### config.mk
export PLATFORM = sky130hd
export DESIGN_NAME = morse_character_keyer_unit_flat
export DESIGN_NICKNAME = d
export VERILOG_FILES = /design/src/rtl/core/mck_pkg.sv /design/src/rtl/core/mck_if.sv /design/src/rtl/core/mck_cfg_regs.sv /design/src/rtl/core/mck_char_decode.sv /design/src/rtl/core/mck_keyer_fsm.sv /design/src/rtl/core/morse_character_keyer_unit.sv /design/src/flat_wrapper.sv
export VERILOG_INCLUDE_DIRS = /design/src /design/src/rtl/core
export SDC_FILE = /design/constraint.sdc
export NUM_CORES = 1
export LEC_CHECK = 0
export ABC_CLOCK_PERIOD_IN_PS = 6000
export BUFFER_PORTS_ARGS = -buffer_cell sky130_fd_sc_hd__buf_2
export CELL_PAD_IN_SITES_DETAIL_PLACEMENT = 0
export CELL_PAD_IN_SITES_GLOBAL_PLACEMENT = 2
export CORE_MARGIN = 1
export CORE_UTILIZATION = 43
export CTS_CLUSTER_SIZE = 40
export DETAILED_ROUTE_END_ITERATION = 8
export HOLD_SLACK_MARGIN = 0.12
export PLACE_DENSITY_LB_ADDON = 0.1
export SYNTH_ARGS = -nofsm -noshare
export SYNTH_HDL_FRONTEND = slang
export SYNTH_SLANG_ARGS = --single-unit
export TNS_END_PERCENT = 20
### constraint.sdc
create_clock -name clk -period 6 [get_ports clk]
set_input_delay 1.2 -clock clk [delete_from_list [all_inputs] [get_ports clk]]
set_output_delay 1.2 -clock clk [all_outputs]
set_load 0.01 [all_outputs]
### src/rtl/core/morse_character_keyer_unit_defines.svh
// assertion macros shared by the keyer rtl
`ifndef MORSE_CHARACTER_KEYER_UNIT_DEFINES_SVH
`define MORSE_CHARACTER_KEYER_UNIT_DEFINES_SVH

// same-cycle implication, disabled during reset
`define MCK_ASSERT_HOLDS(label, clk, rst_n, ante, cons) \
	label: assert property (@(posedge clk) disable iff (!(rst_n)) (ante) |-> (cons)) \
		else $error("mck check failed");

// next-cycle implication, disabled during reset
`define MCK_ASSERT_NEXT(label, clk, rst_n, ante, cons) \
	label: assert property (@(posedge clk) disable iff (!(rst_n)) (ante) |=> (cons)) \
		else $error("mck check failed");

`endif

### src/rtl/core/mck_pkg.sv
// types, constants and lookup tables for the morse keyer
package mck_pkg;

	localparam int TICK_BITS = 16;
	localparam int CFG_W     = 16;
	localparam int CFG_IDX_W = 2;
	localparam int ELEM_W    = 5;
	localparam int LEN_W     = 3;

	localparam logic [31:0] TICK_MAX = 32'((64'd1 << TICK_BITS) - 64'd1);

	localparam logic [CFG_W-1:0] DOT_ON_RST  = 16'd100;
	localparam logic [CFG_W-1:0] DASH_ON_RST = 16'd500;
	localparam logic [CFG_W-1:0] GAP_RST     = 16'd200;
	localparam logic [CFG_W-1:0] SEP_ON_RST  = 16'd200;

	localparam logic [7:0] CH_UPPER_A = 8'd65;
	localparam logic [7:0] CH_UPPER_Z = 8'd90;
	localparam logic [7:0] CH_LOWER_A = 8'd97;
	localparam logic [7:0] CH_LOWER_Z = 8'd122;
	localparam logic [7:0] CH_DIGIT_0 = 8'd48;
	localparam logic [7:0] CH_DIGIT_9 = 8'd57;
	localparam logic [7:0] CASE_BIT   = 8'h20;

	localparam logic [LEN_W-1:0] DIGIT_LEN = 3'd5;

	typedef enum logic [CFG_IDX_W-1:0] {
		REG_DOT_ON,
		REG_DASH_ON,
		REG_GAP,
		REG_SEP_ON
	} cfg_reg_t;

	typedef enum logic [0:0] {
		OP_CHAR = 1'b0,
		OP_TICK = 1'b1
	} opcode_t;

	typedef enum logic [2:0] {
		PH_IDLE     = 3'd0,
		PH_ELEM_ON  = 3'd1,
		PH_ELEM_GAP = 3'd2,
		PH_SEP_GAP1 = 3'd3,
		PH_SEP_ON   = 3'd4,
		PH_SEP_GAP2 = 3'd5
	} phase_t;

	typedef struct packed {
		logic [CFG_W-1:0] dot_on;
		logic [CFG_W-1:0] dash_on;
		logic [CFG_W-1:0] gap;
		logic [CFG_W-1:0] sep_on;
	} cfg_t;

	typedef struct packed {
		logic [ELEM_W-1:0] bits;
		logic [LEN_W-1:0]  len;
	} pattern_t;

	typedef struct packed {
		logic main_lamp;
		logic sep_lamp;
		logic busy_res;
		logic accepted;
	} result_t;

	// element pattern per letter, first element in bit 0, 1 = dash
	function automatic logic [ELEM_W-1:0] letter_bits(input logic [4:0] idx);
		logic [ELEM_W-1:0] b;
		case (idx)
			5'd0:  b = 5'd2;
			5'd1:  b = 5'd1;
			5'd2:  b = 5'd5;
			5'd3:  b = 5'd1;
			5'd4:  b = 5'd0;
			5'd5:  b = 5'd4;
			5'd6:  b = 5'd3;
			5'd7:  b = 5'd0;
			5'd8:  b = 5'd0;
			5'd9:  b = 5'd14;
			5'd10: b = 5'd5;
			5'd11: b = 5'd2;
			5'd12: b = 5'd3;
			5'd13: b = 5'd1;
			5'd14: b = 5'd7;
			5'd15: b = 5'd6;
			5'd16: b = 5'd11;
			5'd17: b = 5'd2;
			5'd18: b = 5'd0;
			5'd19: b = 5'd1;
			5'd20: b = 5'd4;
			5'd21: b = 5'd8;
			5'd22: b = 5'd6;
			5'd23: b = 5'd9;
			5'd24: b = 5'd13;
			5'd25: b = 5'd3;
			default: b = 5'd0;
		endcase
		return b;
	endfunction

	function automatic logic [LEN_W-1:0] letter_len(input logic [4:0] idx);
		logic [LEN_W-1:0] n;
		case (idx)
			5'd0:  n = 3'd2;
			5'd1:  n = 3'd4;
			5'd2:  n = 3'd4;
			5'd3:  n = 3'd3;
			5'd4:  n = 3'd1;
			5'd5:  n = 3'd4;
			5'd6:  n = 3'd3;
			5'd7:  n = 3'd4;
			5'd8:  n = 3'd2;
			5'd9:  n = 3'd4;
			5'd10: n = 3'd3;
			5'd11: n = 3'd4;
			5'd12: n = 3'd2;
			5'd13: n = 3'd2;
			5'd14: n = 3'd3;
			5'd15: n = 3'd4;
			5'd16: n = 3'd4;
			5'd17: n = 3'd3;
			5'd18: n = 3'd3;
			5'd19: n = 3'd1;
			5'd20: n = 3'd3;
			5'd21: n = 3'd4;
			5'd22: n = 3'd3;
			5'd23: n = 3'd4;
			5'd24: n = 3'd4;
			5'd25: n = 3'd4;
			default: n = 3'd0;
		endcase
		return n;
	endfunction

	function automatic logic [ELEM_W-1:0] digit_bits(input logic [3:0] idx);
		logic [ELEM_W-1:0] b;
		case (idx)
			4'd0: b = 5'd31;
			4'd1: b = 5'd30;
			4'd2: b = 5'd28;
			4'd3: b = 5'd24;
			4'd4: b = 5'd16;
			4'd5: b = 5'd0;
			4'd6: b = 5'd1;
			4'd7: b = 5'd3;
			4'd8: b = 5'd7;
			4'd9: b = 5'd15;
			default: b = 5'd0;
		endcase
		return b;
	endfunction

	// segment length from a register: zero counts as one, clamp to the counter
	function automatic logic [TICK_BITS-1:0] seg_len(input logic [CFG_W-1:0] r);
		logic [31:0] w;
		w = 32'(r);
		if (w == 32'd0) begin
			w = 32'd1;
		end
		if (w > TICK_MAX) begin
			w = TICK_MAX;
		end
		return w[TICK_BITS-1:0];
	endfunction

endpackage

### src/rtl/core/mck_if.sv
// handshake channel interfaces for the morse keyer
interface mck_item_if;
	logic       valid;
	logic       ready;
	logic       opcode;
	logic [7:0] char_code;

	modport source (output valid, output opcode, output char_code, input ready);
	modport sink (input valid, input opcode, input char_code, output ready);
endinterface

interface mck_result_if;
	logic valid;
	logic ready;
	logic main_lamp;
	logic sep_lamp;
	logic busy_res;
	logic accepted;

	modport source (output valid, output main_lamp, output sep_lamp, output busy_res,
		output accepted, input ready);
	modport sink (input valid, input main_lamp, input sep_lamp, input busy_res,
		input accepted, output ready);
endinterface

interface mck_cfg_if;
	logic                          valid;
	logic                          ready;
	logic [mck_pkg::CFG_IDX_W-1:0] index;
	logic [mck_pkg::CFG_W-1:0]     wdata;

	modport source (output valid, output index, output wdata, input ready);
	modport sink (input valid, input index, input wdata, output ready);
endinterface

### src/rtl/core/mck_cfg_regs.sv
// timing registers of the morse keyer
module mck_cfg_regs (
	input  logic                          clk,
	input  logic                          arst_n,
	input  logic                          wr_en,
	input  logic [mck_pkg::CFG_IDX_W-1:0] wr_index,
	input  logic [mck_pkg::CFG_W-1:0]     wr_data,
	output mck_pkg::cfg_t                 cfg
);

	mck_pkg::cfg_t cfg_q;

	always_ff @(posedge clk or negedge arst_n) begin
		if (!arst_n) begin
			cfg_q.dot_on  <= mck_pkg::DOT_ON_RST;
			cfg_q.dash_on <= mck_pkg::DASH_ON_RST;
			cfg_q.gap     <= mck_pkg::GAP_RST;
			cfg_q.sep_on  <= mck_pkg::SEP_ON_RST;
		end else if (wr_en) begin
			case (mck_pkg::cfg_reg_t'(wr_index))
				mck_pkg::REG_DOT_ON:  cfg_q.dot_on  <= wr_data;
				mck_pkg::REG_DASH_ON: cfg_q.dash_on <= wr_data;
				mck_pkg::REG_GAP:     cfg_q.gap     <= wr_data;
				mck_pkg::REG_SEP_ON:  cfg_q.sep_on  <= wr_data;
				default: ;
			endcase
		end
	end

	assign cfg = cfg_q;

endmodule

### src/rtl/core/mck_char_decode.sv
// character to element pattern lookup
module mck_char_decode (
	input  logic [7:0]        char_code,
	output mck_pkg::pattern_t pattern
);

	logic [7:0] folded;
	logic [7:0] letter_off;
	logic [7:0] digit_off;

	always_comb begin
		folded = char_code;
		if (char_code inside {[mck_pkg::CH_UPPER_A:mck_pkg::CH_UPPER_Z]}) begin
			folded = char_code + mck_pkg::CASE_BIT;
		end
	end

	assign letter_off = folded - mck_pkg::CH_LOWER_A;
	assign digit_off  = folded - mck_pkg::CH_DIGIT_0;

	always_comb begin
		if (folded inside {[mck_pkg::CH_LOWER_A:mck_pkg::CH_LOWER_Z]}) begin
			pattern.bits = mck_pkg::letter_bits(letter_off[4:0]);
			pattern.len  = mck_pkg::letter_len(letter_off[4:0]);
		end else if (folded inside {[mck_pkg::CH_DIGIT_0:mck_pkg::CH_DIGIT_9]}) begin
			pattern.bits = mck_pkg::digit_bits(digit_off[3:0]);
			pattern.len  = mck_pkg::DIGIT_LEN;
		end else begin
			pattern.bits = '0;
			pattern.len  = '0;
		end
	end

endmodule

### src/rtl/core/mck_keyer_fsm.sv
// keying state machine: phase, element shift register and segment counter
`include "morse_character_keyer_unit_defines.svh"

module mck_keyer_fsm (
	input  logic              clk,
	input  logic              arst_n,
	input  logic              en,
	input  logic              opcode,
	input  mck_pkg::pattern_t pattern,
	input  mck_pkg::cfg_t     cfg,
	output mck_pkg::result_t  res
);

	mck_pkg::phase_t                   phase_q;
	mck_pkg::phase_t                   phase_d;
	logic [mck_pkg::ELEM_W-1:0]        bits_q;
	logic [mck_pkg::ELEM_W-1:0]        bits_d;
	logic [mck_pkg::LEN_W-1:0]         left_q;
	logic [mck_pkg::LEN_W-1:0]         left_d;
	logic [mck_pkg::TICK_BITS-1:0]     count_q;
	logic [mck_pkg::TICK_BITS-1:0]     count_d;
	logic                              acc_d;
	logic [mck_pkg::ELEM_W-1:0]        bits_shift;
	logic [mck_pkg::LEN_W-1:0]         left_dec;

	assign bits_shift = {1'b0, bits_q[mck_pkg::ELEM_W-1:1]};
	assign left_dec   = (left_q != '0) ? left_q - 1'b1 : '0;

	// next state
	always_comb begin
		phase_d = phase_q;
		bits_d  = bits_q;
		left_d  = left_q;
		count_d = count_q;
		acc_d   = 1'b0;
		if (opcode == mck_pkg::OP_CHAR) begin
			if (phase_q == mck_pkg::PH_IDLE) begin
				acc_d  = 1'b1;
				bits_d = pattern.bits;
				left_d = pattern.len;
				if (pattern.len != '0) begin
					phase_d = mck_pkg::PH_ELEM_ON;
					count_d = mck_pkg::seg_len(pattern.bits[0] ? cfg.dash_on : cfg.dot_on);
				end else begin
					phase_d = mck_pkg::PH_SEP_GAP1;
					count_d = mck_pkg::seg_len(cfg.gap);
				end
			end
		end else if (phase_q != mck_pkg::PH_IDLE) begin
			if (count_q <= mck_pkg::TICK_BITS'(1)) begin
				case (phase_q)
					mck_pkg::PH_ELEM_ON: begin
						phase_d = mck_pkg::PH_ELEM_GAP;
						count_d = mck_pkg::seg_len(cfg.gap);
					end
					mck_pkg::PH_ELEM_GAP: begin
						bits_d = bits_shift;
						left_d = left_dec;
						if (left_dec != '0) begin
							phase_d = mck_pkg::PH_ELEM_ON;
							count_d = mck_pkg::seg_len(bits_shift[0] ? cfg.dash_on : cfg.dot_on);
						end else begin
							phase_d = mck_pkg::PH_SEP_GAP1;
							count_d = mck_pkg::seg_len(cfg.gap);
						end
					end
					mck_pkg::PH_SEP_GAP1: begin
						phase_d = mck_pkg::PH_SEP_ON;
						count_d = mck_pkg::seg_len(cfg.sep_on);
					end
					mck_pkg::PH_SEP_ON: begin
						phase_d = mck_pkg::PH_SEP_GAP2;
						count_d = mck_pkg::seg_len(cfg.gap);
					end
					default: begin
						phase_d = mck_pkg::PH_IDLE;
						bits_d  = '0;
						left_d  = '0;
						count_d = '0;
					end
				endcase
			end else begin
				count_d = count_q - 1'b1;
			end
		end
	end

	// outputs show the state after this transaction
	always_comb begin
		res.main_lamp = (phase_d == mck_pkg::PH_ELEM_ON);
		res.sep_lamp  = (phase_d == mck_pkg::PH_SEP_ON);
		res.busy_res  = (phase_d != mck_pkg::PH_IDLE);
		res.accepted  = acc_d;
	end

	always_ff @(posedge clk or negedge arst_n) begin
		if (!arst_n) begin
			phase_q <= mck_pkg::PH_IDLE;
			bits_q  <= '0;
			left_q  <= '0;
			count_q <= '0;
		end else if (en) begin
			phase_q <= phase_d;
			bits_q  <= bits_d;
			left_q  <= left_d;
			count_q <= count_d;
		end
	end

	`MCK_ASSERT_HOLDS(a_idle_clear, clk, arst_n, phase_q == mck_pkg::PH_IDLE,
		bits_q == '0 && left_q == '0 && count_q == '0)
	`MCK_ASSERT_HOLDS(a_busy_count, clk, arst_n, phase_q != mck_pkg::PH_IDLE, count_q != '0)
	`MCK_ASSERT_HOLDS(a_elem_left, clk, arst_n,
		phase_q == mck_pkg::PH_ELEM_ON || phase_q == mck_pkg::PH_ELEM_GAP, left_q != '0)

endmodule

### src/rtl/core/morse_character_keyer_unit.sv
// Morse character keyer. Each item on the input channel is either a character offer or
// one time tick; each gives exactly one result with the lamp and busy state after it and
// whether the offer was taken. The block takes one item per clock cycle when not stalled;
// an input register holds the item, and a single-pass update of the keying state (phase,
// element shift register, tick counter) writes the result register. Back-pressure on the
// result channel stalls the input register and the keying state; a full result register
// that is not taken and a full input register together drop ready. Timing registers are
// written through the configuration channel, which is always ready.
`include "morse_character_keyer_unit_defines.svh"

module morse_character_keyer_unit (
	input logic          clk,
	input logic          arst_n,
	mck_item_if.sink     item,
	mck_result_if.source result,
	mck_cfg_if.sink      cfg
);

	logic              valid_s1;
	logic              opcode_s1;
	logic [7:0]        char_s1;
	logic              valid_s2;
	mck_pkg::result_t  res_s2;
	logic              adv;
	mck_pkg::cfg_t     cfg_vals;
	mck_pkg::pattern_t pattern;
	mck_pkg::result_t  res_d;

	assign adv        = valid_s1 && (!valid_s2 || result.ready);
	assign item.ready = !valid_s1 || adv;
	assign cfg.ready  = 1'b1;

	always_ff @(posedge clk or negedge arst_n) begin
		if (!arst_n) begin
			valid_s1 <= 1'b0;
		end else if (item.ready) begin
			valid_s1 <= item.valid;
		end
	end

	always_ff @(posedge clk) begin
		if (item.ready && item.valid) begin
			opcode_s1 <= item.opcode;
			char_s1   <= item.char_code;
		end
	end

	mck_cfg_regs u_cfg_regs (
		.clk      (clk),
		.arst_n   (arst_n),
		.wr_en    (cfg.valid),
		.wr_index (cfg.index),
		.wr_data  (cfg.wdata),
		.cfg      (cfg_vals)
	);

	mck_char_decode u_char_decode (
		.char_code (char_s1),
		.pattern   (pattern)
	);

	mck_keyer_fsm u_keyer_fsm (
		.clk     (clk),
		.arst_n  (arst_n),
		.en      (adv),
		.opcode  (opcode_s1),
		.pattern (pattern),
		.cfg     (cfg_vals),
		.res     (res_d)
	);

	always_ff @(posedge clk or negedge arst_n) begin
		if (!arst_n) begin
			valid_s2 <= 1'b0;
		end else if (adv) begin
			valid_s2 <= 1'b1;
		end else if (result.ready) begin
			valid_s2 <= 1'b0;
		end
	end

	always_ff @(posedge clk) begin
		if (adv) begin
			res_s2 <= res_d;
		end
	end

	assign result.valid     = valid_s2;
	assign result.main_lamp = res_s2.main_lamp;
	assign result.sep_lamp  = res_s2.sep_lamp;
	assign result.busy_res  = res_s2.busy_res;
	assign result.accepted  = res_s2.accepted;

	`MCK_ASSERT_HOLDS(a_acc_busy, clk, arst_n, valid_s2 && res_s2.accepted, res_s2.busy_res)
	`MCK_ASSERT_HOLDS(a_lamps_excl, clk, arst_n, valid_s2,
		!(res_s2.main_lamp && res_s2.sep_lamp) && (res_s2.busy_res || !res_s2.main_lamp))
	`MCK_ASSERT_NEXT(a_adv_fills, clk, arst_n, adv, valid_s2)

endmodule

### src/flat_wrapper.sv
// flat-port wrapper written by rule: the top's interface ports become plain ports
module morse_character_keyer_unit_flat 
  (clk, arst_n, item_valid, item_opcode, item_char_code, item_ready, result_valid, result_main_lamp, result_sep_lamp, result_busy_res, result_accepted, result_ready, cfg_valid, cfg_index, cfg_wdata, cfg_ready);
  mck_item_if item_i ();
  mck_result_if result_i ();
  mck_cfg_if cfg_i ();
  input logic clk;
  input logic arst_n;
  input wire logic [$bits(item_i.valid)-1:0] item_valid;
  input wire logic [$bits(item_i.opcode)-1:0] item_opcode;
  input wire logic [$bits(item_i.char_code)-1:0] item_char_code;
  output wire logic [$bits(item_i.ready)-1:0] item_ready;
  output wire logic [$bits(result_i.valid)-1:0] result_valid;
  output wire logic [$bits(result_i.main_lamp)-1:0] result_main_lamp;
  output wire logic [$bits(result_i.sep_lamp)-1:0] result_sep_lamp;
  output wire logic [$bits(result_i.busy_res)-1:0] result_busy_res;
  output wire logic [$bits(result_i.accepted)-1:0] result_accepted;
  input wire logic [$bits(result_i.ready)-1:0] result_ready;
  input wire logic [$bits(cfg_i.valid)-1:0] cfg_valid;
  input wire logic [$bits(cfg_i.index)-1:0] cfg_index;
  input wire logic [$bits(cfg_i.wdata)-1:0] cfg_wdata;
  output wire logic [$bits(cfg_i.ready)-1:0] cfg_ready;
  assign item_i.valid = item_valid;
  assign item_i.opcode = item_opcode;
  assign item_i.char_code = item_char_code;
  assign item_ready = item_i.ready;
  assign result_valid = result_i.valid;
  assign result_main_lamp = result_i.main_lamp;
  assign result_sep_lamp = result_i.sep_lamp;
  assign result_busy_res = result_i.busy_res;
  assign result_accepted = result_i.accepted;
  assign result_i.ready = result_ready;
  assign cfg_i.valid = cfg_valid;
  assign cfg_i.index = cfg_index;
  assign cfg_i.wdata = cfg_wdata;
  assign cfg_ready = cfg_i.ready;
  morse_character_keyer_unit u_core (.clk(clk), .arst_n(arst_n), .item(item_i), .result(result_i), .cfg(cfg_i));
endmodule
### Yosys cells after proc, flatten, opt, wreduce, memory -nomap -nowiden

Memory sizes are Yosys's and may differ from the RTL's.
Cells that the tools add are included.

* logic and storage cells: 151
* bits in latches: 0
* input port bits: 32
* ROM bits: 304
* memory bits (writable): 0
* output and inout port bits: 7
* bits in registers: 106
* memories kept: 3

* multiply operators: 0
* magnitude comparators: 14
* add/subtract/negate cells: 5
* reductions and logical operators: 29
* multiplexer cells: 72
* bitwise operators: 0
* shifts and indexed selects: 0
* divide/modulo/power cells: 0
* equality and inequality tests: 12

Memories
* (no name shown): words 32, bits a word 4, read ports 1, clocked after Yosys merged registers in 0, wr ports 0, RTL line mck_pkg.sv:70 `case (idx)`
* (no name shown): words 32, bits a word 3, read ports 1, clocked after Yosys merged registers in 0, wr ports 0, RTL line mck_pkg.sv:104 `case (idx)`
* (no name shown): words 16, bits a word 5, read ports 1, clocked after Yosys merged registers in 0, wr ports 0, RTL line mck_pkg.sv:138 `case (idx)`

Operators with widths (count)
* $mux W32: 28
* $mux W16: 19
* $gt A32 B16 Y1 const B: 7
* $logic_not A16 Y1: 4
* $pmux W16 S4: 1
* $mux W3: 9
* $mux W8: 3
* $mux W5: 4
* $ge A8 B7 Y1 const B: 2
* $le A16 B1 Y1 const B: 1
* $le A8 B7 Y1 const B: 2
* $sub A16 B1 Y16 const B: 1
* $reduce_bool A3 Y1: 5
* $pmux W3 S4: 1
* $pmux W5 S2: 1
* $add A8 B6 Y8 const B: 1
* $ge A8 B6 Y1 const B: 1
* $le A8 B6 Y1 const B: 1
* $reduce_and A2 Y1: 4
* $eq A3 B1 Y1 const B: 2
* $eq A3 B2 Y1 const B: 2
* $eq A3 B3 Y1 const B: 2
* $ne A2 B2 Y1 const B: 3
* $pmux W3 S2: 1
* other kinds (16): 27

### Logic depth before layout (Yosys ltp)

Gate-level depths: netlist (run 1).

* depth in word-level cells: 18
* gate-level depth with buffers: 16
* depth with buffers taken out: 12

### Cells and area by module

From an unflattened synthesis (run 1), not the netlist that was laid out.

* cell total of the unflattened synthesis: 698
* area, all modules: 6882.9 um2

By module, submodules not included
* mck_keyer_fsm: cells an instance 404, instances 1, area an instance 3034.2 um2, sequential area each 650.6 um2
* mck_cfg_regs: cells an instance 136, instances 1, area an instance 2429.8 um2, sequential area each 1620.3 um2
* mck_char_decode: cells an instance 135, instances 1, area an instance 913.4 um2, sequential area each 0.0 um2
* morse_character_keyer_unit: cells an instance 23, instances 1, area an instance 505.5 um2, sequential area each 440.4 um2

### Worst setup path before layout (run 1)

OpenSTA, ideal clock, no wires.

* kind: register -> register
* start: reg u_core.char_s1[1]
* end: reg u_core.u_keyer_fsm.count_q[14] (netlist bit)
* library setup time: 0.130 ns
* clock period less this slack: 3.574 ns
* stages on the path, launching flop included: 16
* path buffers: 4
* setup slack: 2.426 ns
* data required time: 5.870 ns
* arrival time: 3.445 ns
* cell sequence: edfxtp_1 > clkbuf_1 > inv_1 > ha_1 > clkbuf_1 > inv_1 > ha_1 > inv_1 > mux4_2 > a22oi_1 > o2bb2a_4 > buf_6 > buf_6 > mux2_1 > mux2i_1 > a21oi_1

* longest elaborated chain between the ends: 18
* elaborated cells on any way between the ends: 30
* those cells by class: 3 x add/sub; 7 x order compare; 12 x mux; 5 x reduce/logical; 3 x memory

Ends and longest elaborated chain
* from (decl): RTL line morse_character_keyer_unit.sv:21 `logic [7:0] char_s1;`
* from (signal assigned): RTL line morse_character_keyer_unit.sv:44 `char_s1 <= item.char_code;`
* $ge A8 B7 Y1 or $le A8 B7 Y1 (tied branches): RTL line mck_char_decode.sv:13 `if (char_code inside {[mck_pkg::CH_UPPER_A:mck_pkg::CH_UPPER_Z]}) begin`
* $logic_and A1 B1 Y1: RTL line mck_char_decode.sv:13
* $mux W8 *: RTL line mck_char_decode.sv:13
* $sub A4 B1 Y4 (tied with other cells): RTL line mck_char_decode.sv:19 `assign digit_off = folded - mck_pkg::CH_DIGIT_0;`
* $mem_v2 Z16 W5 or $logic_and A1 B1 Y1 (tied branches)
* $mux W8: RTL line mck_char_decode.sv:25 `end else if (folded inside {[mck_pkg::CH_DIGIT_0:mck_pkg::CH_DIGIT_9]}) begin`
* $mux W8 *: RTL line mck_char_decode.sv:22 `if (folded inside {[mck_pkg::CH_LOWER_A:mck_pkg::CH_LOWER_Z]}) begin`
* $mux W16: RTL line mck_keyer_fsm.sv:43 `count_d = mck_pkg::seg_len(pattern.bits[0] ? cfg.dash_on : cfg.dot_on);`
* [... 2 more ...]
* $mux W32: RTL line mck_keyer_fsm.sv:41 `if (pattern.len != '0) begin`
* $mux W32: RTL line mck_keyer_fsm.sv:37 `if (phase_q == mck_pkg::PH_IDLE) begin`
* $mux W32: RTL line mck_keyer_fsm.sv:36 `if (opcode == mck_pkg::OP_CHAR) begin`
* $gt A32 B16 Y1: RTL line mck_pkg.sv:161 `if (w > TICK_MAX) begin`
* $mux W16: RTL line mck_pkg.sv:161
* $mux W16 *: RTL line mck_keyer_fsm.sv:41
* $mux W16 *: RTL line mck_keyer_fsm.sv:37
* $mux W16 *: RTL line mck_keyer_fsm.sv:36
* to (signal assigned): RTL line mck_keyer_fsm.sv:106 `count_q <= count_d;`
* to (decl): RTL line mck_keyer_fsm.sv:20 `logic [mck_pkg::TICK_BITS-1:0] count_q;`

Mark *: on every way between the ends. The rest lies on a longest branch, timed or not. The select of a mux whose other input is x is not followed.
A chain may end at the register's enable or synchronous reset.

==> impl_results.md, run 1 <==
- Setup TNS: 0 ns
- PortBufs: 37
- Clock Pin Slew Worst Setup and Hold Paths: ~0.080 ns
- CTS resizes: 0
- Fin. Hold Viols: 0
- Area Overhead vs Synth: 9.09%
- Commonest non-fill, non-tap cell in the layout: dfrtp_1
- Arr. time, crit path: between 4 and 5 ns
- Internal Pwr Total: between 1.5 and 2 mW
- Register-to-register setup slack: 1.85 ns
- Period minus WS final: just over 4 ns
- WL/cell: 21.8 µm
- Die width: roughly 130 µm
- Root Buffer: clkbuf_16
- Register-to-Register Path Depth: 13
- Die Y: approximately 130 µm
- Yosys reg bits: between 100 and 150
- Vias in the first global route: between 5000 and 6000
- Switching power: between 0.9 and 1 mW
- Mapped Avg Cell Area: 10.1 µm²
- Cell Area, Synth: about 0.0066 mm²
- Normalized max-slew margin: 32.0%
- Comb pwr share: a little under a third
- Power share of the sequential group: 45.1%
- Worst hold path stage count: 2
- Post-DR vias/cell: 6.28
- CTS Buffer Depth: 2
- Async SR Flop Fraction: between 80% and 90%
- Final Max Tran Viols: 0
- Sequential area share after synthesis: approximately two fifths
- Crit path max fanout: 20
- Unrepaired setup endpoints after global routing: false
- Top FF cell, synth: dfrtp_1
- Post-CTS Setup Inserts: 0
- Core Box Area: 0.0148 mm²
- DIE AREA: between 0.015 and 0.02 mm²
- Distinct cells, synth: 73
- Initial Utilization: between 40% and 50%
- Static Leak: roughly 2.8 nW
- Syn nets: roughly 700
- Required time of the critical path: about 6.1 ns
- Residual DRC: 0
- Final nets: ~720
- Commonest cells after routing, fill and taps aside: 77 x dfrtp_1, 65 x mux2_2, 44 x nand2_1, 41 x nor2_1
- Crit share post-route: between 60% and 70%
- Largest net degree at the start of global routing: 61
- Post-DP HPWL: between 10000 and 15000 µm
- All-Layer GR Usage: around a quarter
- Post-synth EDFFs: 13
- CP Capture Type: flip-flop
- Worst Hold End: u_core.u_keyer_fsm.bits_q[4]
- Worst hold margin: 0.502 ns
- Total of warnings raised by yosys: 0
- Skew final: about 0.017 ns
- Rows: between 40 and 50
- Max Freq: 241 MHz
- Critical Path Source Type: flip-flop
- Number of H-tree levels: 3
- Mapped Cells: roughly 660
- Pwr dens: between 300 and 400 mW/mm²
- Worst-Skew Late Latency: between 0.3 and 0.4 ns
- Initial antenna violation count: 0
- First-pass GRT wire length: approximately 30000 µm
- HP Class: reg2reg
- Routed Antenna Nets: 0
- Hold buffer count at CTS: 0
- Fraction of layout instances using a drive strength above 1: a little under a quarter
- Actual slew at the worst max-slew pin: approximately 1.0 ns
- Vias after detailed routing: between 5000 and 6000
- CTS buffer count: 9
- RR Endpoint: u_core.result.busy_res
- Switch share: roughly 38%
- Drt initial violations: approximately 420
- IO Count: 39
- Gpl congestion: between 0.8 and 0.9
- Final core occ: ~49%
- Clock network fraction of total power: between 20% and 30%
- Status: complete, no violations
- # setup viols final: 0
- # clock sinks: about 110
- FF-to-FF Start: u_core.char_s1[0]
- Max Cap Violations: 0
- Routed wire length: ~19000 µm
- VDD IR max: around 0.17 mV
- First-pass detailed-route iteration total: 5
- Hold Startpoint: u_core.u_keyer_fsm.bits_q[4]
- N_diodes: 0
- Congestion Overflow GR: 0
- Critical path class: reg2reg
- CTS tree: yes
[power by group through the flow]
| stage | registers, mW | logic, mW | clock network, mW |
|---|---|---|---|
| 4_1_cts | 1.09 | 0.727 | 0.619 |
| 2_1_floorplan | 1.01 | 0.551 | 0 |
| 6_report | 1.10 | 0.731 | 0.603 |
| 3_3_place_gp | 1.10 | 0.714 | 0 |
| 3_5_place_dp | 1.10 | 0.723 | 0 |
| 5_1_grt | 1.12 | 0.798 | 0.641 |
[worst max-delay path by stage]
stage / startpoint / to / slack [ns]
after global placement: u_core.char_s1[0] / u_core.result.busy_res / 2.00
after detailed placement: u_core.char_s1[0] / u_core.result.busy_res / 1.91
final: u_core.char_s1[0] / u_core.result.busy_res / 1.85
after CTS: u_core.char_s1[0] / u_core.result.busy_res / 1.90
after floorplan: u_core.char_s1[1] / u_core.u_keyer_fsm.count_q[14] / 2.43
after global routing: u_core.char_s1[0] / u_core.result.busy_res / 1.50
[per-layer routing]
layer	global-route usage (%)	wire length [µm]
met2	34.8	7920
met1	38.6	9490
met3	4.29	1110
met4	5.74	217
met5	0	0
[metrics by stage]
| step | std cells | cell area [µm²] | power (mW) | setup slack, ns |
|---|---|---|---|---|
| 6_report | 860 | 7220 | 2.43 | 1.85 |
| 5_1_grt | 860 | 7220 | 2.56 | 1.50 |
| 4_1_cts | 860 | 7220 | 2.44 | 1.90 |
| 3_5_place_dp | 844 | 6910 | 1.83 | 1.91 |
| 3_3_place_gp | 844 | 6910 | 1.81 | 2.00 |
| 2_1_floorplan | 655 | 6620 | 1.56 | 2.43 |
[cell families (layout without fill, tap and decap cells)]
kind of cell / Yosys count / count (layout) / synth area share (%)
multiplexers: 117 / 117 / 19.4
adder cells (fa/ha/maj): 14 / 14 / 2.65
XOR/XNOR: 8 / 8 / 1.06
buffers and inverters: 56 / 77 / 3.97
AO/OA/AOI/OAI: 170 / 170 / 17.5
other: 1 / 1 / 0.0567
flip-flops: 105 / 105 / 41.0
AND/OR/NAND/NOR: 184 / 184 / 14.4
[layout make-up]
type	count	area, µm²
Clock buffer	10	239
Clock inverter	6	68.8
Fill cell	1375	7530
Inverter	17	63.8
Multi-Input combinational cell	494	3670
Sequential cell	105	2710
Tap cell	184	230
Timing Repair Buffer	44	240
[cells in the mapped netlist (5+ instances only)]
library cell | n | area [µm²]
nor3_1 | 17 | 85.1
mux2_1 | 15 | 169
buf_6 | 5 | 56.3
nand3_1 | 10 | 50.1
clkbuf_1 | 24 | 90.1
ha_1 | 14 | 175
xnor2_1 | 7 | 61.3
a31oi_1 | 5 | 31.3
o22ai_1 | 5 | 31.3
mux2_2 | 65 | 732
nor2_1 | 41 | 154
nor4_1 | 22 | 138
a2bb2oi_1 | 6 | 52.6
a22oi_1 | 15 | 113
buf_2 | 6 | 30.0
nor2b_1 | 8 | 50.1
nand2_1 | 44 | 165
dfrtp_1 | 77 | 1930
dfstp_2 | 15 | 394
and3_1 | 5 | 31.3
o21a_1 | 6 | 45.0
nand2b_1 | 9 | 56.3
o211ai_1 | 7 | 52.6
o21ai_1 | 16 | 80.1
mux2i_1 | 36 | 360
a21oi_1 | 27 | 135
a221oi_1 | 8 | 70.1
edfxtp_1 | 13 | 390
inv_1 | 17 | 63.8
o21ai_0 | 36 | 180
[critical path, cell delays in order (launching register included)]
cell and delay (ns):
edfxtp_1 0.60, inv_1 0.25, ha_1 0.43, inv_1 0.09, ha_1 0.58, inv_1 0.25
nor2_1 0.20, a311oi_2 0.14, a32oi_1 0.32, o21ai_1 0.16, o311ai_4 0.10, buf_4 0.34
o211ai_1 0.19, or2_1 0.25
[state kept, by name, indices dropped and copies added, names as in the netlist]
signal	flops
u_core.result.valid	1
u_core.u_keyer_fsm.left_q	3
u_core.char_s1	8
u_core.u_keyer_fsm.count_q	16
u_core.result.sep_lamp	1
u_core.u_keyer_fsm.phase_q	3
u_core.result.accepted	1
u_core.result.busy_res	1
u_core.u_cfg_regs.cfg	64
u_core.result.main_lamp	1
u_core.valid_s1	1
u_core.opcode_s1	1
u_core.u_keyer_fsm.bits_q	4
Note: power is estimated with default switching activity, not from simulation.
==> inputs of run 2 (changes only) <==
--- a/config.mk
+++ b/config.mk
@@ -6,12 +6,12 @@
 export SDC_FILE = /design/constraint.sdc
 export NUM_CORES = 1
 export LEC_CHECK = 0
-export ABC_CLOCK_PERIOD_IN_PS = 6000
+export ABC_CLOCK_PERIOD_IN_PS = 4300
 export BUFFER_PORTS_ARGS = -buffer_cell sky130_fd_sc_hd__buf_2
 export CELL_PAD_IN_SITES_DETAIL_PLACEMENT = 0
 export CELL_PAD_IN_SITES_GLOBAL_PLACEMENT = 2
 export CORE_MARGIN = 1
-export CORE_UTILIZATION = 43
+export CORE_UTILIZATION = 40
 export CTS_CLUSTER_SIZE = 40
 export DETAILED_ROUTE_END_ITERATION = 8
 export HOLD_SLACK_MARGIN = 0.12
==> constraint.sdc (replaced) <==
create_clock -name clk -period 4.3 [get_ports clk]
set_input_delay 0.86 -clock clk [delete_from_list [all_inputs] [get_ports clk]]
set_output_delay 0.86 -clock clk [all_outputs]
set_load 0.01 [all_outputs]
==> run 2 against run 1 <==
Sequential power is 40% higher. Die area is 7.4% higher. Fmax is 15% higher. Hold slack worse by 0.045 ns. Combinational power is 38% higher. Via count hardly changed. Largest power group unchanged. Non-clock buffer count is 5 higher. Critical endpoint is now u_core.u_keyer_fsm.count_q[13]. Register-to-register slack worse by 1.2 ns. First-iteration DRC count is 9.0% higher.
==> impl_results.md, run 2 (synthesis gave the netlist of run 1 again) <==
- WL/cell: 21.1 µm (was 21.8 µm)
- Core Box Area: 0.0160 mm² (was 0.0148 mm²)
- Number of H-tree levels: 3 (unchanged)
- VDD IR max: 0.283 mV (was 0.168 mV)
- CTS tree: yes (unchanged)
- N_diodes: 0 (unchanged)
- Layer with the highest usage: met1 (unchanged)
- Root Buffer: clkbuf_16 (unchanged)
- Grt met3 use: 3.18% (was 4.29%)
- PortBufs: 37 (unchanged)
- Final Max Tran Viols: 0 (unchanged)
- Routed Antenna Nets: 0 (unchanged)
- Fraction of layout instances using a drive strength above 1: 23.6% (was 23.1%)
- Commonest non-fill, non-tap cell in the layout: dfrtp_1 (unchanged)
- Setup TNS: 0 ns (unchanged)
- Status: complete, no violations (unchanged)
- DIE AREA: 0.0171 mm² (was 0.0159 mm²)
- Crit path max fanout: 16 (was 20)
- Vias in the first global route: 5057 (was 5254)
- Met1 Use GR: 37.8% (was 38.6%)
- IO Count: 39 (unchanged)
- CTS resizes: 0 (unchanged)
- # clock sinks: 105 (unchanged)
- Unrepaired setup endpoints after global routing: false (unchanged)
- Arr. time, crit path: 3.86 ns (was 4.25 ns)
- Fill count: 1565 (was 1375)
- Die width: 131 µm (was 126 µm)
- Congestion Overflow GR: 0 (unchanged)
- Final nets: 722 (was 717)
- Final core occ: 45.8% (was 48.9%)
- CTS buffer count: 9 (unchanged)
- Largest register FFs: 64 (unchanged)
- Actual slew at the worst max-slew pin: 1.04 ns (was 1.02 ns)
- Pwr dens: 470 mW/mm² (was 337 mW/mm²)
- Drt initial violations: 460 (was 422)
- Area Overhead vs Synth: 10.6% (was 9.09%)
- Critical Path Source Type: flip-flop (unchanged)
- Normalized max-slew margin: 30.3% (was 32.0%)
- All-Layer GR Usage: 23.4% (was 24.6%)
- Gpl congestion: 0.832 (was 0.852)
- Initial antenna violation count: 0 (unchanged)
- CP Capture Type: flip-flop (unchanged)
- Placed inst area: 0.00699 mm² (was 0.00691 mm²)
- Worst-Skew Late Latency: 0.36 ns (about the same)
- Die Y: 131 µm (was 126 µm)
- Clock Pin Slew Worst Setup and Hold Paths: 0.08 ns (about the same)
- Met2 Track Usage GR: 32.6% (was 34.8%)
- # setup viols final: 0 (unchanged)
- Period minus WS final: 3.61 ns (was 4.15 ns)
- Crit share post-route: 84.0% (was 69.2%)
- Vias after detailed routing: 5397 (was 5399)
- Skew final: 0.0137 ns (was 0.0172 ns)
- Commonest cells after routing, fill and taps aside: 77 x dfrtp_1, 65 x mux2_2, 44 x nand2_1, 41 x nor2_1 (unchanged)
- CTS Buffer Depth: 2 (unchanged)
- Post-CTS Setup Inserts: 0 (unchanged)
- Max Cap Violations: 0 (unchanged)
- Fin. Hold Viols: 0 (unchanged)
- Initial Utilization: 41.4% (was 44.9%)
- First-pass detailed-route iteration total: 5 (unchanged)
- Largest net degree at the start of global routing: 39 (was 61)
- Rows: 46 (was 44)
- Routed wire length: 19000 µm (was 18700 µm)
- Residual DRC: 0 (unchanged)
- Max Freq: 277 MHz (was 241 MHz)
- Post-DP HPWL: 14100 µm (was 13600 µm)
- First-pass GRT wire length: 29900 µm (was 30100 µm)
- Required time of the critical path: 4.55 ns (was 6.10 ns)
- Static Leak: 2.85 nW (was 2.81 nW)
- Post-DR vias/cell: 6.02 (was 6.28)
- Finished Cell Area: 0.00732 mm² (was 0.00722 mm²)
- HP Class: in2async (was reg2reg)
- Critical path class: reg2reg (unchanged)
- Hold buffer count at CTS: 0 (unchanged)
[run 2: path summary, 6_finish.rpt]
kind,start,end,slack (ns),cells past startpoint
min in group clk,u_core.u_keyer_fsm.bits_q[2],u_core.u_keyer_fsm.bits_q[2],0.49,1
setup / recovery,u_core.char_s1[0],u_core.u_keyer_fsm.count_q[13],0.69,13
hold reg to reg,u_core.u_keyer_fsm.bits_q[2],u_core.u_keyer_fsm.bits_q[2],0.49,1
hold / removal,arst_n,u_core.u_keyer_fsm.phase_q[1],0.46,1
setup reg to reg,u_core.char_s1[0],u_core.u_keyer_fsm.count_q[13],0.69,13
max in group asynchronous,arst_n,u_core.u_cfg_regs.cfg[36],3.02,2
[run 2: power by group]
part | total, mW | switching, mW | internal, mW
combinational | 1.01 | 0.561 | 0.444
clock | 0.894 | 0.420 | 0.474
sequential | 1.54 | 0.299 | 1.24
total | 3.44 | 1.28 | 2.16
[run 2: area by class of cell]
cell class	count	area, µm²	area share (%)
sequential	105	2710	37.0
inverter	17	63.8	0.871
timing repair buffer	49	278	3.79
tap	216	270	3.69
multi-input combinational	494	3670	50.1
clock inverter	7	108	1.47
clock buffer	9	225	3.08
[run 2: metrics by stage]
step	cells	hold slack [ns]	setup slack, ns	total power, mW
floorplan	655	0.456	0.726	2.18
global placement	881	0.476	0.812	2.55
detailed placement	881	0.481	0.687	2.55
CTS	897	0.455	0.701	3.45
global route	897	0.479	0.350	3.64
finish	897	0.458	0.688	3.44
[run 2: metal layers]
metal  up-vias  wire (µm)
li1       2510          -
met5         -          0
met3        12        974
met2       182       7980
met1      2693       9860
met4         0        150
[run 2: critical path, cell delays in order (launching register included)]
cell,delay (ns)
edfxtp_1,0.38
inv_1,0.18
ha_1,0.41
inv_1,0.08
ha_1,0.58
inv_1,0.23
nor2_1,0.20
a311oi_2,0.14
a32oi_1,0.29
o21ai_1,0.15
o311ai_4,0.17
buf_4,0.34
nand2_1,0.10
a211o_1,0.26
==> inputs of run 3 (changes only) <==
--- a/config.mk
+++ b/config.mk
@@ -6,12 +6,13 @@
 export SDC_FILE = /design/constraint.sdc
 export NUM_CORES = 1
 export LEC_CHECK = 0
-export ABC_CLOCK_PERIOD_IN_PS = 4300
+export ABC_AREA = 1
+export ABC_CLOCK_PERIOD_IN_PS = 3400
 export BUFFER_PORTS_ARGS = -buffer_cell sky130_fd_sc_hd__buf_2
 export CELL_PAD_IN_SITES_DETAIL_PLACEMENT = 0
 export CELL_PAD_IN_SITES_GLOBAL_PLACEMENT = 2
 export CORE_MARGIN = 1
-export CORE_UTILIZATION = 40
+export CORE_UTILIZATION = 36
 export CTS_CLUSTER_SIZE = 40
 export DETAILED_ROUTE_END_ITERATION = 8
 export HOLD_SLACK_MARGIN = 0.12
==> constraint.sdc (replaced) <==
create_clock -name clk -period 3.4 [get_ports clk]
set_input_delay 0.68 -clock clk [delete_from_list [all_inputs] [get_ports clk]]
set_output_delay 0.68 -clock clk [all_outputs]
set_load 0.01 [all_outputs]
==> run 3 against run 2 <==
Fmax rose by 20%. Critical endpoint is now u_core.u_keyer_fsm.count_q[0]. Hold slack got worse by 0.11 ns. Sequential share of layout area barely moved. Cell area barely moved.
==> impl_results.md, run 3 <==
- Critical Path Source Type: flip-flop (unchanged)
- Fraction of layout instances using a drive strength above 1: 12.5% (was 23.6%)
- Largest register FFs: 64 (unchanged)
- Critical path class: reg2reg (unchanged)
- Rows: 49 (was 46)
- Crit path max fanout: 17 (was 16)
- N_diodes: 0 (unchanged)
- First-pass GRT wire length: 33100 µm (was 29900 µm)
- Syn nets: 948 (was 701)
- Synth top area share: 29.2% (was 29.1%)
- Core Box Area: 0.0180 mm² (was 0.0160 mm²)
- CTS buffer count: 9 (unchanged)
- Final nets: 979 (was 722)
- Static Leak: 3.50 nW (was 2.85 nW)
- WL/cell: 17.8 µm (was 21.1 µm)
- Die Y: 137 µm (was 131 µm)
- Status: complete, no violations (unchanged)
- CTS Buffer Depth: 2 (unchanged)
- Worst-Skew Late Latency: 0.36 ns (about the same)
- Actual slew at the worst max-slew pin: 1.03 ns (was 1.04 ns)
- Gpl congestion: 0.883 (was 0.832)
- Required time of the critical path: 3.69 ns (was 4.55 ns)
- Distinct cells, synth: 55 (was 73)
- Sequential area share after synthesis: 41.2% (was 41.0%)
- Vias after detailed routing: 6203 (was 5397)
- Pwr dens: 638 mW/mm² (was 470 mW/mm²)
- Residual DRC: 0 (unchanged)
- Drt initial violations: 469 (was 460)
- DIE AREA: 0.0188 mm² (was 0.0171 mm²)
- Total of warnings raised by yosys: 0 (unchanged)
- Root Buffer: clkbuf_16 (unchanged)
- Routed wire length: 20800 µm (was 19000 µm)
- CP Capture Type: flip-flop (unchanged)
- Commonest cells in the netlist: 261 x nand2_1, 121 x o21ai_0, 97 x inv_1 (was 77 x dfrtp_1, 65 x mux2_2, 44 x nand2_1)
- Design Power: 4.67 mW (was 3.44 mW)
- Setup TNS: 0 ns (unchanged)
- Inst Count DP: 1151 (was 881)
- Hold buffer count at CTS: 0 (unchanged)
- Fin. Hold Viols: 0 (unchanged)
- Post-CTS Setup Inserts: 0 (unchanged)
- Die width: 137 µm (was 131 µm)
- VDD IR max: 0.266 mV (was 0.283 mV)
- Finished Cell Area: 0.00732 mm² (about the same)
- Area Overhead vs Synth: 11.1% (was 10.6%)
- CTS resizes: 0 (unchanged)
- First-pass detailed-route iteration total: 5 (unchanged)
- Fin cells: 1167 (was 897)
- Mapped Avg Cell Area: 7.30 µm² (was 10.1 µm²)
- Cell Area, Synth: 0.00659 mm² (was 0.00662 mm²)
- Period minus WS final: 3.01 ns (was 3.61 ns)
- Clock Pin Slew Worst Setup and Hold Paths: 0.08 ns (about the same)
- Storage element area: 0.00271 mm² (unchanged)
- Count leader, synth: nand2_1 (was dfrtp_1)
- Final Max Tran Viols: 0 (unchanged)
- Unrepaired setup endpoints after global routing: false (unchanged)
- Multi-input logic area: 0.00331 mm² (was 0.00367 mm²)
- Top post-synthesis cells by area: dfrtp_1 29%, nand2_1 15%, o21ai_0 9.2% (was dfrtp_1 29%, mux2_2 11%, dfstp_2 6.0%)
- Commonest cells after routing, fill and taps aside: 261 x nand2_1, 121 x o21ai_0, 96 x inv_1, 77 x dfrtp_1, 74 x nor2_1 (was 77 x dfrtp_1, 65 x mux2_2, 44 x nand2_1, 41 x nor2_1)
- Area leader, netlist: dfrtp_1 (unchanged)
- Initial antenna violation count: 0 (unchanged)
- PortBufs: 37 (unchanged)
- Largest net degree at the start of global routing: 51 (was 39)
- Crit share post-route: 88.7% (was 84.0%)
- All-Layer GR Usage: 23.6% (was 23.4%)
- Yosys reg bits: 105 (unchanged)
- Routed Antenna Nets: 0 (unchanged)
- HP Class: in2async (unchanged)
- Vias in the first global route: 5845 (was 5057)
- Number of H-tree levels: 3 (unchanged)
- Max Freq: 332 MHz (was 277 MHz)
- Top FF cell, synth: dfrtp_1 (unchanged)
- Skew final: 0.00519 ns (was 0.0137 ns)
- Async SR Flop Fraction: 87.6% (unchanged)
- Initial Utilization: 36.7% (was 41.4%)
- # clock sinks: 105 (unchanged)
- # setup viols final: 0 (unchanged)
- Post-DR vias/cell: 5.32 (was 6.02)
- IO Count: 39 (unchanged)
- Mapped Cells: 902 (was 655)
- Post-DP HPWL: 15900 µm (was 14100 µm)
- Post-synth EDFFs: 13 (unchanged)
- Max Cap Violations: 0 (unchanged)
- Commonest non-fill, non-tap cell in the layout: nand2_1 (was dfrtp_1)
- Congestion Overflow GR: 0 (unchanged)
- Normalized max-slew margin: 31.1% (was 30.3%)
- Placed inst area: 0.00703 mm² (was 0.00699 mm²)
- Arr. time, crit path: 3.31 ns (was 3.86 ns)
- CTS tree: yes (unchanged)
- Fill count: 1937 (was 1565)
==> run 3: changes by cell type after synthesis, sizes merged, moves of 12 or more <==
cell / previous run / this run
nand2: 44 / 266
nand3: 10 / 36
a21oi: 27 / 41
nor2: 41 / 81
mux2i: 36 / 1
inv: 17 / 101
mux2: 80 / 0
nor3: 19 / 7
nor4: 23 / 3
o21ai: 52 / 127
==> run 3: worst max-delay path, stage by stage (launching register included) <==
cell and delay (ns):
edfxtp_1 0.39, inv_1 0.14, ha_1 0.18, inv_1 0.07, ha_2 0.43, nand2_1 0.08
inv_1 0.11, nor2_1 0.05, nand2_1 0.06, nand3_1 0.07, nand2_1 0.15, nand3_4 0.26
nand2_8 0.24, o21ai_0 0.15, nor2_1 0.11, nand2_1 0.08, nor2_1 0.09, nand2_1 0.06
nand2_1 0.06, nand2_1 0.06, a21oi_2 0.10
==> run 3: kinds of logic (layout without fill, tap and decap cells) <==
family                     count (synthesis)  after routing  share of synthesized area (%)
and+or+nand+nor                          409            409                           26.3
AOI/OAI and AO/OA                        228            228                           20.0
buffers and inverters                    138            174                           8.74
DFF                                      105            105                           41.2
adders and majority gates                 14             14                           2.66
xor gates and xnor gates                   6              6                          0.912
other                                      1              1                         0.0569
muxes                                      1              1                          0.152
==> run 3: area by class of cell <==
| type | instances | area share [%] |
|---|---|---|
| inverters | 102 | 5.23 |
| clock buffers | 9 | 3.08 |
| flip-flops and latches | 105 | 37.0 |
| multi-input cells | 659 | 45.3 |
| repair buffers | 56 | 4.68 |
| clock inverters | 7 | 0.786 |
| well taps | 229 | 3.91 |
==> run 3: through the flow <==
step	hold WS, ns	setup WS [ns]	util, %
floorplan	0.384	0.388	-
finish	0.343	0.385	40.7
global route	0.381	0.0424	40.7
detailed placement	0.475	0.335	39.1
CTS	0.361	0.305	40.7
global placement	0.469	0.343	39.1
==> run 3: final timing paths <==
| kind | startpoint | to | slack [ns] | cells past startpoint |
|---|---|---|---|---|
| min | arst_n | u_core.u_keyer_fsm.left_q[1] | 0.34 | 1 |
| max | u_core.char_s1[1] | u_core.u_keyer_fsm.count_q[0] | 0.39 | 20 |
| min reg2reg | u_core.u_cfg_regs.cfg[9] | u_core.u_cfg_regs.cfg[9] | 0.49 | 2 |
| min in group clk | u_core.u_cfg_regs.cfg[9] | u_core.u_cfg_regs.cfg[9] | 0.49 | 2 |
| max in group asynchronous | arst_n | u_core.u_cfg_regs.cfg[40] | 2.29 | 2 |
| max reg2reg | u_core.char_s1[1] | u_core.u_keyer_fsm.count_q[0] | 0.39 | 20 |
==> run 3: layer usage <==
layer / GRT usage [%] / part of all wire (%) / vias to the layer above
met5: 0 / 0 / -
met4: 7.26 / 1.6 / 0
met3: 2.35 / 3.5 / 23
met2: 39.3 / 48 / 172
met1: 32.1 / 47 / 2957
li1: - / - / 3051
==> run 3: report_power, final <==
group          internal (mW)  switching, mW
clock network          0.512          0.519
logic                  0.609           1.20
registers               1.57          0.260
